$ cat config.mk
export PLATFORM = sky130hd
export DESIGN_NAME = broadcast_ring_buffer
export DESIGN_NICKNAME = d
export VERILOG_FILES = /design/src/hdl/brb_pkg.sv /design/src/hdl/broadcast_ring_buffer.sv /design/src/hdl/brb_slot_mem.sv /design/src/hdl/brb_ctrl.sv
export SDC_FILE = /design/constraint.sdc
export NUM_CORES = 1
export LEC_CHECK = 0
export BUFFER_PORTS_ARGS = -buffer_cell sky130_fd_sc_hd__buf_2
export CORE_MARGIN = 1
export CORE_UTILIZATION = 55
export DETAILED_ROUTE_END_ITERATION = 6
export PLACE_DENSITY_LB_ADDON = 0.08
export REMOVE_ABC_BUFFERS = 1
export SLEW_MARGIN = 20
export SYNTH_ARGS = -nofsm -noshare
export SYNTH_HDL_FRONTEND = slang
export SYNTH_SLANG_ARGS = --single-unit
export TNS_END_PERCENT = 5
$ cat constraint.sdc
create_clock -name clk -period 6.6 [get_ports clk]
set_clock_uncertainty 0.1 [all_clocks]
set_input_delay 0.66 -clock clk [delete_from_list [all_inputs] [get_ports clk]]
set_output_delay 0.66 -clock clk [all_outputs]
set_load 0.02 [all_outputs]
$ cat src/hdl/brb_pkg.sv
// ----------------------------------------------------------------------------
// brb_pkg
// Shared codes, field widths and the memory control bundle of the broadcast
// ring buffer.
// ----------------------------------------------------------------------------
package brb_pkg;

  localparam int DATA_W = 32;
  localparam int ID_W   = 2;
  localparam int SLOT_W = 2;
  localparam int STAT_W = 2;

  typedef logic [STAT_W-1:0] status_t;

  localparam status_t STATUS_DONE  = 2'd0;
  localparam status_t STATUS_FULL  = 2'd1;
  localparam status_t STATUS_EMPTY = 2'd2;

  localparam logic CMD_WRITE = 1'b0;
  localparam logic CMD_READ  = 1'b1;

  typedef struct packed {
    logic rd_en;
    logic word_we;
    logic count_we;
  } mem_ctl_t;

endpackage

$ cat src/hdl/broadcast_ring_buffer.sv
// ----------------------------------------------------------------------------
// broadcast_ring_buffer
// Ring buffer with one writer and several readers, each of which reads every
// word. Refused commands report a status code and leave the state unchanged.
// The done strobe follows the start transfer through the busy state and the
// done register, and is high for exactly one cycle. A new command is taken
// only while not busy, since the slot entry is read, modified and written
// back through the registered memory read port.
// Reset clears the pointers, counters and strobe; the slot memories are not
// cleared.
// ----------------------------------------------------------------------------
module broadcast_ring_buffer #(
  parameter int DEPTH   = 4,
  parameter int READERS = 3
) (
  input  logic                       clk,
  input  logic                       rst,
  input  logic                       start,
  output logic                       busy,
  input  logic                       cmd,
  input  logic [brb_pkg::ID_W-1:0]   reader_id,
  input  logic [brb_pkg::DATA_W-1:0] write_data,
  output logic                       done,
  output brb_pkg::status_t           status,
  output logic [brb_pkg::DATA_W-1:0] read_data,
  output logic [brb_pkg::SLOT_W-1:0] slot
);

  localparam int AW = $clog2(DEPTH);
  localparam int CW = $clog2(READERS + 1);
  localparam int UW = $clog2(DEPTH + 1);

  brb_pkg::mem_ctl_t          mem_ctl;
  logic [AW-1:0]              rd_addr;
  logic [AW-1:0]              wr_addr;
  logic [brb_pkg::DATA_W-1:0] wr_word;
  logic [CW-1:0]              wr_count;
  logic [brb_pkg::DATA_W-1:0] rd_word;
  logic [CW-1:0]              rd_count;

  brb_slot_mem #(
    .DEPTH (DEPTH),
    .AW    (AW),
    .CW    (CW)
  ) u_mem (
    .clk      (clk),
    .ctl      (mem_ctl),
    .rd_addr  (rd_addr),
    .wr_addr  (wr_addr),
    .wr_word  (wr_word),
    .wr_count (wr_count),
    .rd_word  (rd_word),
    .rd_count (rd_count)
  );

  brb_ctrl #(
    .DEPTH   (DEPTH),
    .READERS (READERS),
    .AW      (AW),
    .CW      (CW),
    .UW      (UW)
  ) u_ctrl (
    .clk        (clk),
    .rst        (rst),
    .start      (start),
    .busy       (busy),
    .cmd        (cmd),
    .reader_id  (reader_id),
    .write_data (write_data),
    .mem_ctl    (mem_ctl),
    .rd_addr    (rd_addr),
    .wr_addr    (wr_addr),
    .wr_word    (wr_word),
    .wr_count   (wr_count),
    .rd_word    (rd_word),
    .rd_count   (rd_count),
    .done       (done),
    .status     (status),
    .read_data  (read_data),
    .slot       (slot)
  );

  a_accept_busy: assert property (@(posedge clk) disable iff (rst)
    start && !busy |=> busy && !done)
    else $error("start transfer did not make the block busy");

  a_busy_done: assert property (@(posedge clk) disable iff (rst)
    busy |=> done && !busy)
    else $error("busy cycle not followed by a single result");

  a_done_idle: assert property (@(posedge clk) disable iff (rst)
    done |-> !busy)
    else $error("result strobe while still busy");

  a_refused_zero: assert property (@(posedge clk) disable iff (rst)
    done && (status != brb_pkg::STATUS_DONE) |-> (read_data == '0))
    else $error("refused command returned data");

endmodule

$ cat src/hdl/brb_slot_mem.sv
// ----------------------------------------------------------------------------
// brb_slot_mem
// Slot storage: one memory for the words and one for the per-slot read
// counts, each with one write port and one registered read port.
// ----------------------------------------------------------------------------
module brb_slot_mem #(
  parameter int DEPTH = 4,
  parameter int AW    = 2,
  parameter int CW    = 2
) (
  input  logic                       clk,
  input  brb_pkg::mem_ctl_t          ctl,
  input  logic [AW-1:0]              rd_addr,
  input  logic [AW-1:0]              wr_addr,
  input  logic [brb_pkg::DATA_W-1:0] wr_word,
  input  logic [CW-1:0]              wr_count,
  output logic [brb_pkg::DATA_W-1:0] rd_word,
  output logic [CW-1:0]              rd_count
);

  logic [brb_pkg::DATA_W-1:0] words  [DEPTH];
  logic [CW-1:0]              counts [DEPTH];

  always_ff @(posedge clk) begin
    if (ctl.word_we) begin
      words[wr_addr] <= wr_word;
    end
    if (ctl.rd_en) begin
      rd_word <= words[rd_addr];
    end
  end

  always_ff @(posedge clk) begin
    if (ctl.count_we) begin
      counts[wr_addr] <= wr_count;
    end
    if (ctl.rd_en) begin
      rd_count <= counts[rd_addr];
    end
  end

endmodule

$ cat src/hdl/brb_ctrl.sv
// ----------------------------------------------------------------------------
// brb_ctrl
// Command sequencer: holds the pointers and counters, issues the slot read on
// a start transfer and performs the update and write-back in the cycle after it.
// ----------------------------------------------------------------------------
module brb_ctrl #(
  parameter int DEPTH   = 4,
  parameter int READERS = 3,
  parameter int AW      = 2,
  parameter int CW      = 2,
  parameter int UW      = 3
) (
  input  logic                       clk,
  input  logic                       rst,
  input  logic                       start,
  output logic                       busy,
  input  logic                       cmd,
  input  logic [brb_pkg::ID_W-1:0]   reader_id,
  input  logic [brb_pkg::DATA_W-1:0] write_data,
  output brb_pkg::mem_ctl_t          mem_ctl,
  output logic [AW-1:0]              rd_addr,
  output logic [AW-1:0]              wr_addr,
  output logic [brb_pkg::DATA_W-1:0] wr_word,
  output logic [CW-1:0]              wr_count,
  input  logic [brb_pkg::DATA_W-1:0] rd_word,
  input  logic [CW-1:0]              rd_count,
  output logic                       done,
  output brb_pkg::status_t           status,
  output logic [brb_pkg::DATA_W-1:0] read_data,
  output logic [brb_pkg::SLOT_W-1:0] slot
);

  localparam int RW = (READERS > 1) ? $clog2(READERS) : 1;
  localparam int PW = (AW > brb_pkg::SLOT_W) ? AW : brb_pkg::SLOT_W;

  localparam logic ST_IDLE = 1'b0;
  localparam logic ST_EXEC = 1'b1;

  logic                       state;
  logic                       op_cmd;
  logic                       op_ok;
  logic [RW-1:0]              op_idx;
  logic [brb_pkg::DATA_W-1:0] op_data;
  logic [AW-1:0]              op_ptr;
  logic [AW-1:0]              write_ptr;
  logic [UW-1:0]              free_slots;
  logic [AW-1:0]              reader_ptr [READERS];
  logic [UW-1:0]              unread     [READERS];

  logic                       accept;
  logic                       sel_ok;
  logic [RW-1:0]              sel_idx;
  logic [AW-1:0]              sel_ptr;
  logic                       wr_go;
  logic                       rd_go;
  logic [CW-1:0]              count_next;
  logic [AW-1:0]              ptr_next;
  logic [PW-1:0]              slot_wide;

  assign busy   = (state == ST_EXEC);
  assign accept = start && !busy;

  always_comb begin
    sel_ok  = 1'b0;
    sel_idx = '0;
    sel_ptr = '0;
    for (int r = 0; r < READERS; r++) begin
      if (int'(reader_id) == r) begin
        sel_ok  = 1'b1;
        sel_idx = RW'(r);
        sel_ptr = reader_ptr[r];
      end
    end
  end

  assign rd_addr = (cmd == brb_pkg::CMD_WRITE) ? write_ptr : sel_ptr;

  assign wr_go = busy && (op_cmd == brb_pkg::CMD_WRITE) && (free_slots != '0);
  assign rd_go = busy && (op_cmd == brb_pkg::CMD_READ) && op_ok && (unread[op_idx] != '0);

  assign count_next = rd_count + CW'(1);
  assign ptr_next   = (op_ptr == AW'(DEPTH - 1)) ? '0 : op_ptr + AW'(1);
  assign slot_wide  = PW'(op_ptr);

  always_comb begin
    mem_ctl.rd_en    = accept;
    mem_ctl.word_we  = wr_go;
    mem_ctl.count_we = wr_go || rd_go;
  end

  assign wr_addr  = op_ptr;
  assign wr_word  = op_data;
  assign wr_count = wr_go ? '0 : count_next;

  always_ff @(posedge clk) begin
    if (rst) begin
      state      <= ST_IDLE;
      done       <= 1'b0;
      write_ptr  <= '0;
      free_slots <= UW'(DEPTH);
      for (int r = 0; r < READERS; r++) begin
        reader_ptr[r] <= '0;
        unread[r]     <= '0;
      end
    end else begin
      done <= busy;
      case (state)
        ST_IDLE: begin
          if (start) begin
            state <= ST_EXEC;
          end
        end
        ST_EXEC: begin
          state <= ST_IDLE;
          if (wr_go) begin
            write_ptr  <= ptr_next;
            free_slots <= free_slots - UW'(1);
            for (int r = 0; r < READERS; r++) begin
              unread[r] <= unread[r] + UW'(1);
            end
          end
          if (rd_go) begin
            unread[op_idx]     <= unread[op_idx] - UW'(1);
            reader_ptr[op_idx] <= ptr_next;
            if ((int'(count_next) == READERS) && (free_slots < UW'(DEPTH))) begin
              free_slots <= free_slots + UW'(1);
            end
          end
        end
        default: begin
          state <= ST_IDLE;
        end
      endcase
    end
  end

  always_ff @(posedge clk) begin
    if (accept) begin
      op_cmd  <= cmd;
      op_ok   <= sel_ok;
      op_idx  <= sel_idx;
      op_data <= write_data;
      op_ptr  <= rd_addr;
    end
  end

  always_ff @(posedge clk) begin
    if (busy) begin
      slot      <= slot_wide[brb_pkg::SLOT_W-1:0];
      read_data <= rd_go ? rd_word : '0;
      if (wr_go || rd_go) begin
        status <= brb_pkg::STATUS_DONE;
      end else if (op_cmd == brb_pkg::CMD_WRITE) begin
        status <= brb_pkg::STATUS_FULL;
      end else begin
        status <= brb_pkg::STATUS_EMPTY;
      end
    end
  end

endmodule
==> Yosys cells after proc, flatten, opt, wreduce, memory -nomap -nowiden <==
Memory sizes are Yosys's and may differ from the RTL's. A register that Yosys moved wholly into a read port is not among the register bits.
Cells that the tools add are included.
{ "op_classes": {"bitwise": 5, "magnitude_cmp": 1, "n_mux": 38, "eq_ne": 4, "n_reduce_logical": 16, "add_sub_neg": 8} }
{ "op_table": {"columns": ["cell", "n"], "rows": [
  ["$mux W2", 12],
  ["$mux W3", 7],
  ["$mux W1", 18],
  ["$add A3 B1 Y3 const B", 4],
  ["$logic_and A1 B1 Y1", 7],
  ["$eq A2 B2 Y1 const B", 3],
  ["$reduce_bool A3 Y1", 2],
  ["$sub A3 B1 Y3 const B", 2],
  ["$add A2 B1 Y2 const B", 2],
  ["$reduce_or A2 Y1", 2],
  ["$lt A3 B3 Y1 const B", 1],
  ["$or A1 B1 Y1", 3],
  ["$reduce_or A3 Y1", 1],
  ["$eq A2 B1 Y1 const B", 1],
  ["$logic_not A2 Y1", 1],
  ["$not A1 Y1", 2],
  ["$pmux W1 S2", 1],
  ["$reduce_and A2 Y1", 1],
  ["$logic_not A1 Y1", 1],
  ["$logic_or A1 B1 Y1", 1]
]} }
{ "word_totals": {"regBits": 81, "in_bits": 38, "mem_count": 4, "wordCells": 88, "out_inout_bits": 38, "ram_bits": 151} }
{ "mem_list": {"columns": ["name", "depth", "word_bits", "read_ports", "rd_ports_with_merged_regs", "write_ports", "line_no", "rtl"], "rows": [
  ["u_mem.words", 4, 32, 1, 1, 1, "brb_slot_mem.sv:21", "logic [brb_pkg::DATA_W-1:0] words [DEPTH];"],
  ["u_ctrl.unread", 3, 3, 4, 1, 3, "brb_ctrl.sv:48", "logic [UW-1:0] unread [READERS];"],
  ["u_mem.counts", 4, 2, 1, 1, 1, "brb_slot_mem.sv:22", "logic [CW-1:0] counts [DEPTH];"],
  ["u_ctrl.reader_ptr", 3, 2, 3, 0, 3, "brb_ctrl.sv:47", "logic [AW-1:0] reader_ptr [READERS];"]
]} }

==> Longest topological paths before layout <==
{ "logic_depth": {"word_depth": 9, "mapped_depth": 10, "mapped_depth_nobuf": 8} }

==> Cells and area by module <==
Synthesis repeated with hierarchy kept, for this count alone.
{ "hier_totals": {"cells_unflattened": 479, "hier_area_um2": 10039.6} }
{ "modules_own_cells": {"columns": ["module", "cells_per_inst", "n_inst", "area_per_inst_um2"], "rows": [
  ["brb_slot_mem", 220, 1, 6038.3],
  ["brb_ctrl", 259, 1, 4001.3]
]} }

==> Least setup slack after synthesis <==
No wires, ideal clock.
{ "synth_timing": {"kind": "register to register", "startpoint": "reg u_ctrl.state (netlist: u_ctrl.busy)", "endpoint": "reg with a tool-made name", "n_path_buf": 0, "period_less_slack_ps": 5054, "setup_time_ps": 74, "required_time_ps": 6426, "setup_slack_ps": 1546, "path_stages_with_launch": 3, "t_arrival_ps": 4880, "cell_sequence": "dfxtp_1 > nor2b_1 > mux2_2"} }
{ "synth_rtl": {"columns": ["item", "line_no", "rtl"], "rows": [
  ["start: declaration", "brb_ctrl.sv:39", "logic state;"],
  ["start signal: assignment", "brb_ctrl.sv:97", "state <= ST_IDLE;"],
  ["start signal: assignment", "brb_ctrl.sv:110", "state <= ST_EXEC;"],
  ["start signal: assignment", "brb_ctrl.sv:114", "state <= ST_IDLE;"]
]} }

==> Final worst setup path <==
{ "layout_timing": {"startpoint": "in reader_id[0] (netlist name)", "endpoint": "reg u_mem.rd_word[28] (netlist name) (read register of u_mem.words), data pin"} }
{ "layout_between": {"elab_chain_len": 5} }
{ "layout_lines": {"columns": ["item", "line_no", "rtl"], "rows": [
  ["start: declaration", "broadcast_ring_buffer.sv:21", "input logic [brb_pkg::ID_W-1:0] reader_id,"],
  ["$logic_not A2 Y1", "brb_ctrl.sv:68", "if (int'(reader_id) == r) begin"],
  ["$mux W2 (2 in a row)", "brb_ctrl.sv:68", null],
  ["$mux W2 (*)", "brb_ctrl.sv:68", null],
  ["$mux W2 (*)", "brb_ctrl.sv:76", "assign rd_addr = (cmd == brb_pkg::CMD_WRITE) ? write_ptr : sel_ptr;"],
  ["end: declaration", "brb_slot_mem.sv:17", "output logic [brb_pkg::DATA_W-1:0] rd_word,"]
]} }
Mark *: on every way between the ends. The rest lies on a longest branch, timed or not.
A chain may end at the register's enable or synchronous reset.

==> results.toml <==
[detailed_routing]
drt_pre_antenna_iters = 5
routed_wl_um = 18000
remaining_drc_errors = 0
antenna_violating_nets_post_route = 0
vias_per_cell = 5.56
routed_len_inst_um = 18.8
dr_total_vias = 5318
dr.first_iter.drc_count = 371

[timing]
holdWs_ns = 0.197
final.period_utilization = 0.490
finalHoldViolCount = 0
maximum_operating_frequency_mhz = 309
fin_tns_setup_ns = 0
setup_repair_after_global_routing_missed_its_margin = "no"
worst-slew-pin-transition_ns = 0.945
setup_viol = 0
relative_max_transition_margin = 0.370
slew_violations = 0
layout_min_cycle_time_ns = 3.23

[yosys]
ys_seq_area_frac = 0.793
post_synthesis_average_cell_area_um2 = 16.2
synth_edf_count = 262
asyncSetResetFlopFracSynth = 0
synth_top_cell_by_area = "edfxtp_1"
number_of_register_bits_inferred_by_synthesis = 271
yosys.cell_count.top_type = "edfxtp_1"
yosys_warnings = 0
syn-cell-area_mm2 = 0.0101
synth_area_leaders = "edfxtp_1 78%, nand2_1 4.3%, a32oi_1 3.0%"
synth_flop_type = "edfxtp_1"
yosys.cell_types.count = 40
syn_inst = 625
synth_top_area_frac = 0.775
synth_top_cells_by_count = "262 x edfxtp_1, 115 x nand2_1, 38 x a21oi_1"

[floorplan]
initial_utilization = 0.563
core.rowCount = 49
design.die.area_mm2 = 0.0190
floorplan.die.height_um = 138
core_region_area_mm2 = 0.0180
die_x_um = 138
io-pin-count = 76

[clock_tree]
clock_latency_ns = 0.53
inserted_clock_buffers = 28
ctsHtreeMaxLevel = 1
cts_buffer_depth = 3
clkTransAtPathRegs_ns = 0.06
cts_hold_bufs = 0
postCtsResizedCells = 0
post-cts-setup-buffers = 0
cts_root_buffer = "clkbuf_16"
clock_tree_from_tritoncts = "built"
clock-sinks = 271

[power]
ratio_of_total_power_to_cell_area_mw_per_mm2 = 323
netSwitchingFraction = 0.207
vdd.ir_drop.worst_uv = 319
power.share.sequential = 0.531
internal_power_mw = 2.98
net_switching_mw = 0.776
power.clock.fraction = 0.415
pwr-share-comb = 0.053
total_leakage_power_nw = 4.08

[finish]
finalNetCount = 761
multi_input_comb_area_mm2 = 0.00188
num_antenna_cells = 0
num-fill-cells = 1300
ff_latch_area_mm2 = 0.00805
syn2layout_area_growth_pct = 14.5
layout-drive-gt1-share = 0.183

[setup_path]
critPathRequiredTime_ns = 6.71
arrival_ns = 3.34
setup.worst_path.start_class = "input port"
cell_chain_critical_path = "buf_2 -> inv_1 -> ha_1 -> nor2b_1 -> o41a_2 -> buf_4 -> clkinv_4 -> nand2_1 -> a32oi_1"
endpoint_kind = "flip-flop"
timing.critical_path.fanout_max = 69
critical_path_class = "input port to flip-flop"
peak_per_stage_delay_on_the_critical_path_ns = 0.63
timing.critical_path.slowest_stage_cell = "o41a_2"

[run_status]
outcome = "finished clean"

[global_routing]
grt_max_degree = 70
grt_residual_overflow = 0
grt_util_all_layers = 0.196
first_global_vias = 5390
global_route_met2_utilization = 0.334
grt.met1_usage = 0.260
globalRouteMet3Util = 0.0313
grt_first_pass_wirelength_um = 27900
globalRoute.busiestLayer = "met2"
antenna_violations_before_repair = 0

[placed_design]
gp_routability_congestion = 0.750
placement.io_buffers = 75
dp_hpwl_um = 9910

[hold_path]
worst_hold_path_type = "input port to flip-flop"

[job]
max_cap_violation_count = 0
==> registers in the layout (all words and copies together), names as in the netlist, 2 cells and up, named ones only <==
register	count
u_ctrl.reader_ptr	6
u_ctrl.wr_addr	2
u_ctrl.write_ptr	2
u_ctrl.unread	12
u_ctrl.free_slots	3
u_ctrl.wr_word	32
u_mem.rd_count	2
u_ctrl.slot	2
u_mem.counts	8
u_ctrl.read_data	32
u_mem.words	128
u_ctrl.op_idx	2
u_ctrl.status	2
u_mem.rd_word	32
==> metal layers <==
| metal | up-vias | share of wire |
|---|---|---|
| met1 | 2675 | 0.43 |
| met5 | - | 0 |
| met4 | 0 | 0.012 |
| met3 | 18 | 0.045 |
| li1 | 2507 | - |
| met2 | 118 | 0.51 |
==> critical path, delay by kind of cell <==
| kind | cells | cell delay (ns) |
|---|---|---|
| adder cells (fa/ha/maj) | 1 | 0.30 |
| AND/OR/NAND/NOR | 2 | 0.40 |
| AO/OA/AOI/OAI | 2 | 0.77 |
| buffers and inverters | 4 | 1.18 |
==> per-stage QoR <==
stage / util / total power, mW / worst slack, ns / cell area [um^2] / instances
final: 0.645 / 3.76 / 3.37 / 11600 / 956
after global routing: 0.645 / 3.88 / 3.07 / 11600 / 956
after CTS: 0.645 / 3.79 / 3.33 / 11600 / 956
after detailed placement: 0.594 / 2.23 / 2.79 / 10700 / 906
after global placement: 0.594 / 2.22 / 2.96 / 10700 / 906
after floorplan: - / 2.16 / 1.55 / 9980 / 597
==> path summary, 6_finish.rpt <==
path | startpoint | endpoint | slack, ns | cells past startpoint
worst max-delay path | reader_id[0] | u_mem.rd_word[28] | 3.37 | 9
worst min-delay path | write_data[14] | u_ctrl.wr_word[14] | 0.20 | 1
worst max register to register | u_ctrl.reader_ptr[0][1] | u_mem.rd_word[28] | 3.55 | 6
worst min register to register | u_ctrl.write_ptr[0] | u_ctrl.write_ptr[0] | 0.38 | 2
==> logic make-up (layout without fill, tap and decap cells) <==
| kind of cell | after synthesis | after routing | synth area share |
|---|---|---|---|
| AO/OA/AOI/OAI | 89 | 89 | 0.0614 |
| XOR/XNOR | 4 | 4 | 0.00345 |
| adder cells (fa/ha/maj) | 16 | 16 | 0.0197 |
| buffers and inverters | 46 | 148 | 0.0242 |
| flip-flops | 271 | 271 | 0.793 |
| multiplexers | 5 | 5 | 0.00888 |
| AND/OR/NAND/NOR | 194 | 194 | 0.0894 |
==> layout by cell type (no fill, tap or decap), drive strengths merged, types with 2 or more instances in the layout <==
master	n
nor3	4
a211oi	2
a32oi	35
mux2	2
o2bb2ai	3
edfxtp	262
bufinv	4
inv	17
nor2	11
dfxtp	9
and2	35
clkinv	15
xnor2	4
nand3b	2
mux4	3
buf	80
clkbuf	32
o22ai	6
nand2	115
a21oi	38
nand2b	3
nor2b	10
ha	16
and3	6
==> area by class of cell <==
type	instances	area share
clock inverter	18	0.0156
clock buffer	32	0.0634
timing repair buffer	80	0.0355
tap	229	0.0247
sequential	271	0.693
inverter	18	0.00625
multi-input combinational	308	0.162
==> power groups by stage <==
stage	logic [mW]	clock network (mW)	registers (mW)
3_5_place_dp	0.203	0	2.03
4_1_cts	0.203	1.59	2.00
6_report	0.200	1.56	2.00
5_1_grt	0.224	1.65	2.00
2_1_floorplan	0.115	0	2.04
3_3_place_gp	0.194	0	2.03
Power figures use the tool's default switching activity.
